File: src/hdl/pwswt_pkg.sv
// Shared constants for the pulse-width single-wire frame transmitter.
package pwswt_pkg;

    // The frame is made of a header, a payload and a footer.
    localparam int HEADER_BITS  = 12;
    localparam int PAYLOAD_BITS = 14;
    localparam int FOOTER_BITS  = 12;
    localparam int FRAME_BITS   = HEADER_BITS + PAYLOAD_BITS + FOOTER_BITS;
    localparam int POS_BITS     = 6;
    localparam int TICK_BITS    = 16;

    localparam logic [HEADER_BITS-1:0] HEADER_WORD = 12'h801;
    localparam logic [FOOTER_BITS-1:0] FOOTER_WORD = 12'h7FE;
    localparam logic [POS_BITS-1:0]    LAST_POS    = POS_BITS'(FRAME_BITS);

    // Command codes of an input word.
    localparam logic CMD_TICK  = 1'b0;
    localparam logic CMD_START = 1'b1;

    // Register indexes of the configuration port.
    localparam int CFG_IDX_BITS = 2;
    localparam logic [CFG_IDX_BITS-1:0] CFG_ONE_HIGH  = 2'd0;
    localparam logic [CFG_IDX_BITS-1:0] CFG_ZERO_HIGH = 2'd1;
    localparam logic [CFG_IDX_BITS-1:0] CFG_SPACE     = 2'd2;
    localparam logic [CFG_IDX_BITS-1:0] CFG_SETTLE    = 2'd3;

    // Reset values of the timing registers.
    localparam logic [TICK_BITS-1:0] RST_ONE_HIGH  = 16'd150;
    localparam logic [TICK_BITS-1:0] RST_ZERO_HIGH = 16'd2;
    localparam logic [TICK_BITS-1:0] RST_SPACE     = 16'd40;
    localparam logic [TICK_BITS-1:0] RST_SETTLE    = 16'd2000;

    // Phase codes of the sequencer.
    localparam logic [1:0] PH_IDLE   = 2'd0;
    localparam logic [1:0] PH_HIGH   = 2'd1;
    localparam logic [1:0] PH_SPACE  = 2'd2;
    localparam logic [1:0] PH_SETTLE = 2'd3;

    // One result word.
    typedef struct packed {
        logic pin_level;
        logic busy_res;
        logic frame_done;
        logic rejected;
    } t_result;

endpackage

File: src/hdl/pulse_width_single_wire_transmitter.sv
// Pulse-width single-wire frame transmitter: sequencer and result register.
// The result word for an input word is registered and shown in the cycle after it is accepted.
// Throughput: one input word per cycle while the input is not stalled; the sequencer state updates in the accept cycle.
// The input is stalled only while a result word waits and the output side stalls.
// Synchronous active-low reset clears the sequencer and the result valid flag and
// loads the timing registers with their default values.
module pulse_width_single_wire_transmitter (
    input  logic                                  i_clk,
    input  logic                                  i_rst_n,
    // Input channel.
    input  logic                                  i_in_valid,
    output logic                                  o_in_stall,
    input  logic                                  i_command,
    input  logic [pwswt_pkg::PAYLOAD_BITS-1:0]    i_payload,
    // Result channel.
    output logic                                  o_out_valid,
    input  logic                                  i_out_stall,
    output logic                                  o_pin_level,
    output logic                                  o_busy_res,
    output logic                                  o_frame_done,
    output logic                                  o_rejected,
    // Configuration write channel.
    input  logic                                  i_cfg_valid,
    output logic                                  o_cfg_ready,
    input  logic [pwswt_pkg::CFG_IDX_BITS-1:0]    i_cfg_index,
    input  logic [pwswt_pkg::TICK_BITS-1:0]       i_cfg_data
);

    localparam int FB = pwswt_pkg::FRAME_BITS;
    localparam int TB = pwswt_pkg::TICK_BITS;
    localparam int PB = pwswt_pkg::POS_BITS;

    // Timing registers.
    logic [TB-1:0] r_one_high;
    logic [TB-1:0] r_zero_high;
    logic [TB-1:0] r_space;
    logic [TB-1:0] r_settle;

    // Sequencer state.
    logic [FB-1:0] r_frame_shift, n_frame_shift;
    logic [PB-1:0] r_bit_pos,     n_bit_pos;
    logic [TB-1:0] r_tick_cnt,    n_tick_cnt;
    logic [1:0]    r_phase,       n_phase;
    logic          r_line,        n_line;

    // Result register.
    logic                 r_out_valid;
    pwswt_pkg::t_result   r_result, n_result;

    logic          in_accept;
    logic [TB-1:0] tick_inc;
    logic [TB-1:0] high_len;
    logic [PB-1:0] pos_inc;
    logic          done;
    logic          rejected;

    // An input word is taken unless a result word is held by the output side.
    assign o_in_stall  = r_out_valid && i_out_stall;
    assign in_accept   = i_in_valid && !o_in_stall;
    assign o_cfg_ready = 1'b1;

    // Configuration writes.
    always_ff @(posedge i_clk) begin
        if (!i_rst_n) begin
            r_one_high  <= pwswt_pkg::RST_ONE_HIGH;
            r_zero_high <= pwswt_pkg::RST_ZERO_HIGH;
            r_space     <= pwswt_pkg::RST_SPACE;
            r_settle    <= pwswt_pkg::RST_SETTLE;
        end else if (i_cfg_valid && o_cfg_ready) begin
            case (i_cfg_index)
                pwswt_pkg::CFG_ONE_HIGH:  r_one_high  <= i_cfg_data;
                pwswt_pkg::CFG_ZERO_HIGH: r_zero_high <= i_cfg_data;
                pwswt_pkg::CFG_SPACE:     r_space     <= i_cfg_data;
                pwswt_pkg::CFG_SETTLE:    r_settle    <= i_cfg_data;
                default: ;
            endcase
        end
    end

    // The tick counter wraps at its width; the next frame bit picks the pulse length.
    assign tick_inc = r_tick_cnt + TB'(1);
    assign pos_inc  = r_bit_pos + PB'(1);
    assign high_len = r_frame_shift[FB-1] ? r_one_high : r_zero_high;

    // Next state of the sequencer for the word at the input.
    always_comb begin
        n_frame_shift = r_frame_shift;
        n_bit_pos     = r_bit_pos;
        n_tick_cnt    = r_tick_cnt;
        n_phase       = r_phase;
        n_line        = r_line;
        done          = 1'b0;
        rejected      = 1'b0;
        if (i_command == pwswt_pkg::CMD_START) begin
            if (r_phase != pwswt_pkg::PH_IDLE) begin
                rejected = 1'b1;
            end else begin
                n_frame_shift = {pwswt_pkg::HEADER_WORD, i_payload, pwswt_pkg::FOOTER_WORD};
                n_bit_pos     = '0;
                n_tick_cnt    = '0;
                n_phase       = pwswt_pkg::PH_HIGH;
                n_line        = 1'b1;
            end
        end else begin
            case (r_phase)
                pwswt_pkg::PH_HIGH: begin
                    n_tick_cnt = tick_inc;
                    if (tick_inc >= high_len) begin
                        n_phase    = pwswt_pkg::PH_SPACE;
                        n_line     = 1'b0;
                        n_tick_cnt = '0;
                    end
                end
                pwswt_pkg::PH_SPACE: begin
                    n_tick_cnt = tick_inc;
                    if (tick_inc >= r_space) begin
                        n_tick_cnt    = '0;
                        n_frame_shift = {r_frame_shift[FB-2:0], 1'b0};
                        n_bit_pos     = pos_inc;
                        if (pos_inc >= pwswt_pkg::LAST_POS) begin
                            // A zero settle length ends the frame right here.
                            if (r_settle == '0) begin
                                n_phase = pwswt_pkg::PH_IDLE;
                                done    = 1'b1;
                            end else begin
                                n_phase = pwswt_pkg::PH_SETTLE;
                            end
                        end else begin
                            n_phase = pwswt_pkg::PH_HIGH;
                            n_line  = 1'b1;
                        end
                    end
                end
                pwswt_pkg::PH_SETTLE: begin
                    n_tick_cnt = tick_inc;
                    if (tick_inc >= r_settle) begin
                        n_tick_cnt = '0;
                        n_phase    = pwswt_pkg::PH_IDLE;
                        done       = 1'b1;
                    end
                end
                default: ;
            endcase
        end
        n_result.pin_level  = n_line;
        n_result.busy_res   = (n_phase != pwswt_pkg::PH_IDLE);
        n_result.frame_done = done;
        n_result.rejected   = rejected;
    end

    // Sequencer state registers.
    always_ff @(posedge i_clk) begin
        if (!i_rst_n) begin
            r_frame_shift <= '0;
            r_bit_pos     <= '0;
            r_tick_cnt    <= '0;
            r_phase       <= pwswt_pkg::PH_IDLE;
            r_line        <= 1'b0;
        end else if (in_accept) begin
            r_frame_shift <= n_frame_shift;
            r_bit_pos     <= n_bit_pos;
            r_tick_cnt    <= n_tick_cnt;
            r_phase       <= n_phase;
            r_line        <= n_line;
        end
    end

    // Result register: loaded on accept, emptied when the output side takes the word.
    always_ff @(posedge i_clk) begin
        if (!i_rst_n) begin
            r_out_valid <= 1'b0;
        end else if (in_accept) begin
            r_out_valid <= 1'b1;
        end else if (!i_out_stall) begin
            r_out_valid <= 1'b0;
        end
    end

    always_ff @(posedge i_clk) begin
        if (in_accept) begin
            r_result <= n_result;
        end
    end

    assign o_out_valid  = r_out_valid;
    assign o_pin_level  = r_result.pin_level;
    assign o_busy_res   = r_result.busy_res;
    assign o_frame_done = r_result.frame_done;
    assign o_rejected   = r_result.rejected;

endmodule

File: config.mk
export PLATFORM = sky130hd
export DESIGN_NAME = pulse_width_single_wire_transmitter
export DESIGN_NICKNAME = d
export VERILOG_FILES = /design/src/hdl/pwswt_pkg.sv /design/src/hdl/pulse_width_single_wire_transmitter.sv
export SDC_FILE = /design/constraint.sdc
export NUM_CORES = 1
export LEC_CHECK = 0
export ABC_CLOCK_PERIOD_IN_PS = 6700
export BUFFER_PORTS_ARGS = -buffer_cell sky130_fd_sc_hd__buf_4
export CAP_MARGIN = 40
export CORE_MARGIN = 8
export CORE_UTILIZATION = 60
export CTS_BUF_LIST = sky130_fd_sc_hd__clkbuf_4 sky130_fd_sc_hd__clkbuf_8
export DETAILED_ROUTE_END_ITERATION = 7
export PLACE_DENSITY = 0.79
export SLEW_MARGIN = 20
export SYNTH_ARGS = -nofsm -noshare
export SYNTH_HDL_FRONTEND = slang
export SYNTH_SLANG_ARGS = --single-unit
File: constraint.sdc
create_clock -name i_clk -period 6.7 [get_ports i_clk]
set_input_delay 0.67 -clock i_clk [delete_from_list [all_inputs] [get_ports i_clk]]
set_output_delay 0.67 -clock i_clk [all_outputs]
set_load 0.01 [all_outputs]
==> results of run 1 <==
metrics by stage:
step / util (%) / cells / total power, W / instance area, µm²
CTS: 69.11 / 1000 / 0.001731 / 7525
global route: 69.29 / 1001 / 0.001797 / 7545
finish: 69.29 / 1001 / 0.001729 / 7545
floorplan: - / 822 / 0.0009762 / 6723
global placement: 64.66 / 963 / 0.001028 / 7041
detailed placement: 65.27 / 968 / 0.001041 / 7107
layout make-up:
class	instances	area (µm²)	area share [%]
Clock buffer	20	262.8	3.483
Clock inverter	12	155.1	2.056
Inverter	42	157.7	2.090
Multi-Input combinational cell	604	3700	49.04
Sequential cell	131	2663	35.29
Tap cell	140	175.2	2.322
Timing Repair Buffer	52	431.7	5.721
cells in the final DEF (no fill, tap or decap), drive strengths merged, types with 7 or more instances in the layout:
master	synthesis	routed
nor4	7	7
o211ai	11	11
o21ai	17	17
a21oi	85	85
mux2i	30	30
a211oi	19	19
dfxtp	127	127
clkbuf	33	20
nor3	28	28
ha	56	56
xnor2	8	8
o21a	7	7
clkinv	1	8
nand3	36	36
xor2	14	14
buf	12	52
nand2	168	168
inv	41	43
and3	9	9
nor2	53	53
path summary, 6_finish.rpt:
path                                           to  slack [ns]  cells past startpoint
worst max-delay path                r_tick_cnt[8]        2.36                     16
worst min register to register  r_frame_shift[30]        0.45                      2
worst max register to register      r_tick_cnt[8]        2.36                     16
worst min-delay path                  o_out_valid        0.44                      2
sequential cells by signal, summed over array words and instances, names as in the netlist:
name           count
o_busy_res         1
o_frame_done       1
o_out_valid        1
o_pin_level        1
o_rejected         1
r_bit_pos          6
r_frame_shift     37
r_line             1
r_one_high        16
r_phase            2
r_settle          16
r_space           16
r_tick_cnt        16
r_zero_high       16
synth_stat cells, types with 5 or more instances:
cell type / instances / area [µm²]
xor2_1: 14 / 122.6
o21ai_0: 15 / 75.07
nand2_1: 167 / 626.9
o21a_1: 6 / 45.04
nor2_1: 53 / 198.9
a21oi_1: 84 / 420.4
a32o_1: 6 / 60.06
inv_1: 41 / 153.9
nand2b_1: 5 / 31.28
xnor2_1: 8 / 70.07
ha_1: 56 / 700.7
a211oi_1: 19 / 142.6
nor4_1: 7 / 43.79
and3_1: 9 / 56.30
buf_2: 6 / 30.03
nand4_1: 6 / 37.54
mux2i_1: 30 / 300.3
nor3_1: 28 / 140.1
o211ai_1: 11 / 82.58
dfxtp_1: 127 / 2542
nand3_1: 36 / 180.2
clkbuf_1: 33 / 123.9
power by group through the flow:
stage	Combinational [W]	Clock [W]	Sequential, W
finish	0.000196	0.000700	0.000833
detailed placement	0.000190	0	0.000851
global route	0.000217	0.000744	0.000837
global placement	0.000178	0	0.000850
CTS	0.000192	0.000707	0.000833
floorplan	0.000131	0	0.000845
layer usage:
metal	routed length [µm]	up-vias	GRT usage [%]
met1	7509	2819	29.67
met3	1007	26	5.553
met2	7831	178	36.01
met5	0	-	0
li1	-	2901	-
met4	278	0	9.021
cell families (layout without fill, tap and decap cells):
group | after synthesis | in the layout | synth area share (%)
other | 1 | 1 | 0.05578
buffers and inverters | 87 | 126 | 5.360
flip-flops | 131 | 131 | 39.61
multiplexers | 31 | 31 | 4.634
adder cells (fa/ha/maj) | 57 | 57 | 10.57
XOR/XNOR | 22 | 22 | 2.866
AND/OR/NAND/NOR | 327 | 327 | 21.29
AO/OA/AOI/OAI | 166 | 166 | 15.62
==> metrics.md, run 1 <==
| Metric | Value |
|---|---|
| Status | `finished clean` |
| Final setup fails | `0` |
| Row cnt | `38` |
| CP Max Fanout | `8` |
| Top Ports | `45` |
| CTS sink cnt | `roughly 130` |
| Clk Latency, worst-skew pair | `0.45 ns` |
| P&R area growth vs syn | `12.23%` |
| Slew @ Worst Pin | `0.7572 ns` |
| GRT Overall Usage | `between 20% and 30%` |
| Register area share after synthesis | `between 30% and 40%` |
| WL/cell | `roughly 17 µm` |
| Largest net degree at the start of global routing | `68` |
| CP max stage cell | `dfxtp_1` |
| Switching Share | `26.12%` |
| Final hold vios | `0` |
| Tcrit/Tclk final | `64.79%` |
| FF-to-FF Start | `r_tick_cnt[0]` |
| First-pass GRT wire length | `27.35 mm` |
| # diodes | `0` |
| DR DRC count | `0` |
| WP data required | `7.03 ns` |
| Remaining global-route overflow | `0` |
| Initial Util | `61.74%` |
| Core area | `10890 µm²` |
| Drt total wl | `16.63 mm` |
| Startpoint types | `flop` |
| Clk Tree Root Cell | `clkbuf_8` |
| Max VDD drop | `0.1827 mV` |
| Worst Setup SP | `r_tick_cnt[0]` |
| Setup CP Type | `reg2reg` |
| Internal power | `0.001278 W` |
| Clk network pwr share | `around two fifths` |
| Resized Gates After CTS | `0` |
| CTS tree | `yes` |
| Detail Route Antenna Nets | `0` |
| Port Buffers | `43` |
| Fin crit period | `4.341 ns` |
| CP Cell Sequence | `ha_1, nand3_1, nor2_1, and3_1, and3_1, nand3_1, nor2_1, xor2_1, ha_1, nand4_1, a2111o_1, o211ai_1, o31ai_1, or2_2, a21oi_4, nor2_1` |
| Setup TNS | `0 ns` |
| Top cell by count, worst path | `nor2_1` |
| Synth warnings | `0` |
| Via density | `5.918` |
| Via count | `5924` |
| Largest stage delay on the critical path | `0.47 ns` |
| Post-CTS Setup Bufs | `0` |
| CP endpoint kind | `flop` |
| Crit path max-delay family | `simple AND/OR/NAND/NOR gates` |
| Initial antenna violation count | `0` |
| Initial drt markers | `roughly 530` |
| Layout cells sized above 1 | `11.03%` |
| Cts-stage hold buffer count | `0` |
| Hold path start | `i_in_valid` |
| 1st-pass router iterations | `5` |
| Total Die Area | `about 15000 µm²` |
| Detail Placement HPWL | `approximately 12 mm` |
| Tightest Hold Check Type | `in2reg` |
| Netlist cell types | `56` |
| Final Wtd Congestion | `0.8966` |
| Register share of total power | `about half` |
| Num CTS Buffers | `17` |
| Die height | `around 120 µm` |
| Clock slew at reported path FFs | `0.08 ns` |
| Crit path DAT | `4.67 ns` |
| Clock Skew | `about 0.011 ns` |
| Synth Cell Area | `6723 µm²` |
| Slew HR | `49.33%` |
| Leak Pwr | `3.110 nW` |
| Syn Inst Count | `822` |
| Synth Net Count | `about 920` |
| Post-synth EDFFs | `4` |
| Filler cell count | `~870` |
| Fmax | `roughly 230 MHz` |
| Die width | `121.9 µm` |
| Max-Cap Viols | `0` |
| Buf/Inv on CP | `0` |
| H-tree lvl count | `4` |
| Layout Nets | `942` |
| Synth Flop Type | `dfxtp_1` |
| Number of global-route vias before repair | `5748` |
| Comb pwr share | `approximately 11%` |
| Synth Area per Inst | `roughly 8.2 µm²` |
| RSZ-0062 raised after global routing | `false` |
| Setup WS post-layout | `2.359 ns` |
| Hold slack | `0.4362 ns` |
| Yosys reg bits | `131` |
| Dpl ws | `between 2 and 2.5 ns` |
| Async set-reset flop share out of synthesis | `0%` |
| P_sw | `0.0004517 W` |
| Clock buffer depth | `2` |
| PwrDens | `229.2 nW/µm²` |
| Slew Viols, Final | `0` |
No activity file was read; power rests on OpenSTA's default activity.
==> inputs of run 2 (changes only) <==
Settings changed: ABC_CLOCK_PERIOD_IN_PS 6700 to 3800, CORE_UTILIZATION 60 to 57.
Clock period 6.7 ns to 3.8 ns, I/O delays scaled along.
==> metrics.md, run 2 (same netlist as run 1, synthesis figures left out) <==
| Metric | Value |
|---|---|
| H-tree lvl count | `4` |
| Worst Setup SP | `r_tick_cnt[1]` |
| Leak Pwr | `between 3 and 4 nW` |
| Most frequent cells in the layout | `nand2_1, dfxtp_1, a21oi_1, buf_4, ha_1` |
| Total Die Area | `15530 µm²` |
| CP Max Fanout | `10` |
| Layout Nets | `956` |
| Slew @ Worst Pin | `just over 0.7 ns` |
| Final Wtd Congestion | `0.9032` |
| Largest stage delay on the critical path | `0.35 ns` |
| Reg with most FFs | `r_frame_shift` |
| Row cnt | `39` |
| Die width | `124.6 µm` |
| CTS tree | `yes` |
| Remaining global-route overflow | `0` |
| Top Ports | `45` |
| Share of the core filled with cells | `between 60% and 70%` |
| Crit path DAT | `around 4 ns` |
| Setup CP Type | `reg2reg` |
| Number of global-route vias before repair | `5550` |
| GRT Overall Usage | `21.10%` |
| WP data required | `4.15 ns` |
| Drt total wl | `approximately 17 mm` |
| First-pass GRT wire length | `27.15 mm` |
| Initial Util | `roughly three fifths` |
| Status | `finished clean` |
| Cts-stage hold buffer count | `0` |
| Via density | `5.792` |
| 1st-pass router iterations | `5` |
| Clk Latency, worst-skew pair | `0.46 ns` |
| Via count | `~5900` |
| Hold path start | `i_in_valid` |
| Clock slew at reported path FFs | `0.09 ns` |
| P&R area growth vs syn | `15.58%` |
| FF-to-FF Start | `r_tick_cnt[1]` |
| Clk Tree Root Cell | `clkbuf_8` |
| Commonest non-fill, non-tap cell in the layout | `nand2_1` |
| CP endpoint kind | `flop` |
| Core area | `11470 µm²` |
| Tcrit/Tclk final | `96.59%` |
| Initial antenna violation count | `0` |
| Buf/Inv on CP | `1` |
| Largest net degree at the start of global routing | `89` |
| Clock buffer depth | `2` |
| Tightest Hold Check Type | `in2reg` |
| Number of flip-flops in the largest register | `37` |
| Crit path max-delay family | `compound AO/OA/AOI/OAI gates` |
| Slew HR | `around half` |
| Fmax | `roughly 270 MHz` |
| Fin crit period | `3.671 ns` |
| WL/cell | `16.48 µm` |
| Startpoint types | `flop` |
| DR DRC count | `0` |
| Port Buffers | `43` |
| CP Cell Sequence | `ha_2, nand3_2, nor2_2, and3_1, and3_4, nand3_2, nor2_4, xor2_4, ha_1, a21o_1, a21oi_2, o41ai_4, o21a_2, buf_4, a311oi_2, a41oi_1, o221a_2` |
| Final setup fails | `0` |
| Max-Cap Viols | `0` |
| PwrDens | `384.3 nW/µm²` |
| Slew Viols, Final | `0` |
| Placed cell area | `7168 µm²` |
| # diodes | `0` |
| CP max stage cell | `dfxtp_2` |
| Final hold vios | `0` |
| Initial drt markers | `~600` |
| Clock Skew | `0.01966 ns` |
| Detail Route Antenna Nets | `0` |
| Top cell by count, worst path | `nand3_2` |
| Layout cells sized above 1 | `14.97%` |
| Num CTS Buffers | `17` |
| Die height | `124.6 µm` |
| Max VDD drop | `0.3240 mV` |
| CTS sink cnt | `131` |
| Cell area after layout | `7770 µm²` |
| Detail Placement HPWL | `11.79 mm` |
## run 2: cell count changes in the layout (fill, tap and decap cells not counted), sizes merged
cell / before / now
inv: 43 / 47
clkbuf: 20 / 18
buf: 52 / 65
bufinv: 3 / 1
clkinv: 8 / 7
o21a: 7 / 8
clkinvlp: 0 / 1
## run 2: worst register-to-register path, stage by stage, from the launching register on
cell,delay [ns]
dfxtp_2,0.35
ha_2,0.19
nand3_2,0.10
nor2_2,0.14
and3_1,0.18
and3_4,0.21
nand3_2,0.14
nor2_4,0.16
xor2_4,0.21
ha_1,0.27
a21o_1,0.19
a21oi_2,0.18
o41ai_4,0.12
o21a_2,0.26
buf_4,0.19
a311oi_2,0.25
a41oi_1,0.09
o221a_2,0.31
## run 2: final timing paths
check,to,slack [ns],cells after the start
hold / removal,o_out_valid,0.12,2
setup / recovery,r_line,0.13,17
setup reg to reg,r_line,0.13,17
hold reg to reg,r_frame_shift[28],0.46,2
## run 2: layer usage
layer / track usage [%] / vias up / wire length [µm]
met3: 5.702 / 26 / 1029
met5: 0 / - / 0
met4: 7.796 / 0 / 240
li1: - / 2927 / -
met1: 27.66 / 2752 / 7800
met2: 32.37 / 191 / 7708
## run 2: repair_timing
action                                  4_1_cts  5_1_grt
pin swaps                                     2       11
setup buffers                                 0        2
resized for setup                             7       26
endpoints found under the setup margin       50       61
gates cloned                                  0        1
## run 2: area by class of cell
class | instances | area [µm²]
Inverter | 42 | 157.7
Timing Repair Buffer | 65 | 524.3
Fill cell | 917 | 3697
Multi-Input combinational cell | 605 | 3854
Clock buffer | 18 | 247.7
Sequential cell | 131 | 2666
Clock inverter | 14 | 141.4
Tap cell | 143 | 178.9
## run 2: report_power, final
part           switching (W)  leakage [nW]  internal (W)
sequential         0.0000331          1.07       0.00143
clock               0.000608         0.197      0.000551
combinational       0.000217          1.92      0.000143
## run 2: metrics by stage
step           power [W]  setup slack [ns]  cells  hold WS (ns)  setup TNS, ns
3_5_place_dp    0.001831           -0.1956    982        0.4459         -4.031
5_1_grt         0.003110          -0.03232   1018        0.1167        -0.1071
4_1_cts         0.002971           0.04987   1014        0.1128              0
6_report        0.002986            0.1294   1018        0.1232              0
2_1_floorplan   0.001721            0.1133    822        0.4313              0
3_3_place_gp    0.001815         -0.008211    979        0.4385       -0.03904
==> inputs of run 3 (changes only) <==
Settings changed: CAP_MARGIN 40 to default, MAX_ROUTING_LAYER from default to met4.
==> metrics.md, run 3 (same netlist as run 1, synthesis figures left out) <==
| Metric | Value |
|---|---|
| Status | `finished with violations` |
| Failing checks | `setup timing` |
| Die height | `124.6 µm` |
| Initial antenna violation count | `0` |
| WP data required | `roughly 4.2 ns` |
| CP max stage cell | `dfxtp_2` |
| Slew @ Worst Pin | `0.8674 ns` |
| Hold depth | `2` |
| Slew Viols, Final | `0` |
| Via density | `5.808` |
| Reg2reg end | `r_tick_cnt[4]` |
| Tightest Hold Check Type | `in2reg` |
| Sequential cell area | `roughly 2700 µm²` |
| Worst reg2reg path depth | `17` |
| WL/cell | `16.80 µm` |
| Detail Placement HPWL | `12.06 mm` |
| Drt total wl | `about 17 mm` |
| Area of the multi-input gates | `3840 µm²` |
| Num CTS Buffers | `17` |
| Initial drt markers | `526` |
| Commonest non-fill, non-tap cell in the layout | `nand2_1` |
| Filler cell count | `about 900` |
| Register share of total power | `between 50% and 60%` |
| CTS sink cnt | `131` |
| Setup CP Type | `reg2reg` |
| Hold Path Sink | `o_out_valid` |
| Startpoint types | `flop` |
| PwrDens | `375.8 nW/µm²` |
| H-tree lvl count | `4` |
| Clk network pwr share | `37.1%` |
| Remaining global-route overflow | `0` |
| Number of global-route vias before repair | `5656` |
| GRT Overall Usage | `21.65%` |
| Die width | `124.6 µm` |
| CP endpoint kind | `flop` |
| Clock Skew | `0.01504 ns` |
| Switching Share | `27.92%` |
| Total Die Area | `roughly 16000 µm²` |
| Clk Latency, worst-skew pair | `0.47 ns` |
| Comb pwr share | `between 10% and 20%` |
| Final hold vios | `0` |
| Largest net degree at the start of global routing | `86` |
| Number of flip-flops in the largest register | `37` |
| Final setup fails | `1` |
| Port Buffers | `43` |
| CP Cell Sequence | `ha_2, nand3_2, nor2_2, and3_4, and3_4, nand3_1, nor2_2, xor2_2, buf_4, ha_1, nand4_1, a2111o_1, o211ai_1, o31ai_2, or2_4, buf_4, a32o_1` |
| Layout Nets | `960` |
| Initial Util | `58.63%` |
| Hold path start | `i_in_valid` |
| Largest stage delay on the critical path | `between 0.3 and 0.4 ns` |
| Core area | `about 11000 µm²` |
| Tcrit/Tclk final | `100.0%` |
| DR DRC count | `0` |
| WP depth | `17` |
| P_sw | `0.0008154 W` |
| Crit path DAT | `4.15 ns` |
| Setup WS post-layout | `-0.001439 ns` |
| Layout cells sized above 1 | `16.15%` |
| Via count | `5936` |
| CTS tree | `yes` |
| Top Ports | `45` |
| FF-to-FF setup slack | `-0.001 ns` |
| Dpl ws | `-0.1497 ns` |
| Fin crit period | `3.801 ns` |
| First-pass GRT wire length | `around 27 mm` |
| Reg with most FFs | `r_frame_shift` |
| Max-Cap Viols | `0` |
| P&R area growth vs syn | `15.62%` |
| Detail Route Antenna Nets | `0` |
| # diodes | `0` |
| Setup TNS | `-0.001439 ns` |
| Row cnt | `39` |
| Crit path max-delay family | `simple AND/OR/NAND/NOR gates` |
| FF-to-FF Start | `r_tick_cnt[1]` |
| Most frequent cells in the layout | `nand2_1, dfxtp_1, a21oi_1, buf_4, ha_1` |
| Clock slew at reported path FFs | `0.07 ns` |
| 1st-pass router iterations | `5` |
| Internal power | `between 0.002 and 0.0025 W` |
| Final Wtd Congestion | `between 0.9 and 1` |
| Leak Pwr | `3.185 nW` |
| Buf/Inv on CP | `2` |
| Clk Tree Root Cell | `clkbuf_8` |
| Fmax | `263.1 MHz` |
| Max VDD drop | `0.3059 mV` |
| CP Max Fanout | `8` |
| Clock buffer depth | `2` |
| Slew HR | `~42%` |
## run 3: cell count changes in the layout (fill, tap and decap cells not counted), sizes merged
cell      before  now
buf           65   68
o21a           8    7
inv           47   43
clkinvlp       1    3
bufinv         1    0
clkbuf        18   24
clkinv         7    6
## run 3: final cells by class
type | instances | share of cell area [%]
multi-input combinational | 604 | 49.40
sequential | 131 | 34.30
timing repair buffer | 70 | 7.244
clock buffer | 22 | 3.735
tap | 143 | 2.302
inverter | 42 | 2.028
clock inverter | 10 | 0.9820
## run 3: power by group through the flow
stage               Sequential [W]  Clock [W]  Combinational, W
detailed placement         0.00150          0          0.000337
floorplan                  0.00149          0          0.000231
CTS                        0.00147    0.00110          0.000342
finish                     0.00147    0.00108          0.000372
global placement           0.00149          0          0.000325
global route               0.00147    0.00115          0.000406
## run 3: stage by stage
| step | hold slack [ns] | area [µm²] | power, W | utilization [%] | cells |
|---|---|---|---|---|---|
| 5_1_grt | 0.1301 | 7772 | 0.003028 | 67.78 | 1022 |
| 3_5_place_dp | 0.4468 | 7162 | 0.001835 | 62.46 | 980 |
| 2_1_floorplan | 0.4313 | 6723 | 0.001721 | - | 822 |
| 4_1_cts | 0.1114 | 7559 | 0.002909 | 65.91 | 1012 |
| 6_report | 0.1371 | 7772 | 0.002921 | 67.78 | 1022 |
| 3_3_place_gp | 0.4387 | 7162 | 0.001819 | 62.46 | 980 |
## run 3: per-layer routing
| metal | share of wire (%) | global-route usage (%) | wire length [µm] | vias up |
|---|---|---|---|---|
| met1 | 46 | 26.73 | 7864 | 2824 |
| met2 | 47 | 33.06 | 8082 | 153 |
| li1 | - | - | - | 2935 |
| met5 | 0 | - | 0 | - |
| met3 | 5.5 | 5.745 | 936 | 24 |
| met4 | 1.6 | 8.434 | 282 | 0 |
## run 3: repair_timing
item | 4_1_cts | 5_1_grt
pin swaps | 2 | 15
setup endpoints to repair | 47 | 64
hold buffers | 0 | 0
gates resized for setup | 6 | 28
setup buffers | 0 | 8
cloned | 0 | 2
## run 3: how the worst max path moves through the flow
| stage | from | slack (ns) | endpoint |
|---|---|---|---|
| 2_1_floorplan | r_tick_cnt[0] | 0.11 | r_tick_cnt[11] |
| 3_3_place_gp | r_tick_cnt[1] | 0.04 | r_tick_cnt[2] |
| 3_5_place_dp | r_tick_cnt[1] | -0.15 | r_tick_cnt[9] |
| 4_1_cts | r_tick_cnt[1] | -0.03 | r_bit_pos[3] |
| 5_1_grt | r_tick_cnt[1] | -0.14 | r_tick_cnt[5] |
| 6_report | r_tick_cnt[1] | -0.001 | r_tick_cnt[4] |
## run 3: worst register-to-register path, delay by kind of cell, from the launching register on
kind	cells	cell delay (ns)
XOR/XNOR	1	0.12
flip-flops	1	0.36
buffers and inverters	2	0.30
AO/OA/AOI/OAI	4	1.02
adder cells (fa/ha/maj)	2	0.50
AND/OR/NAND/NOR	8	1.39
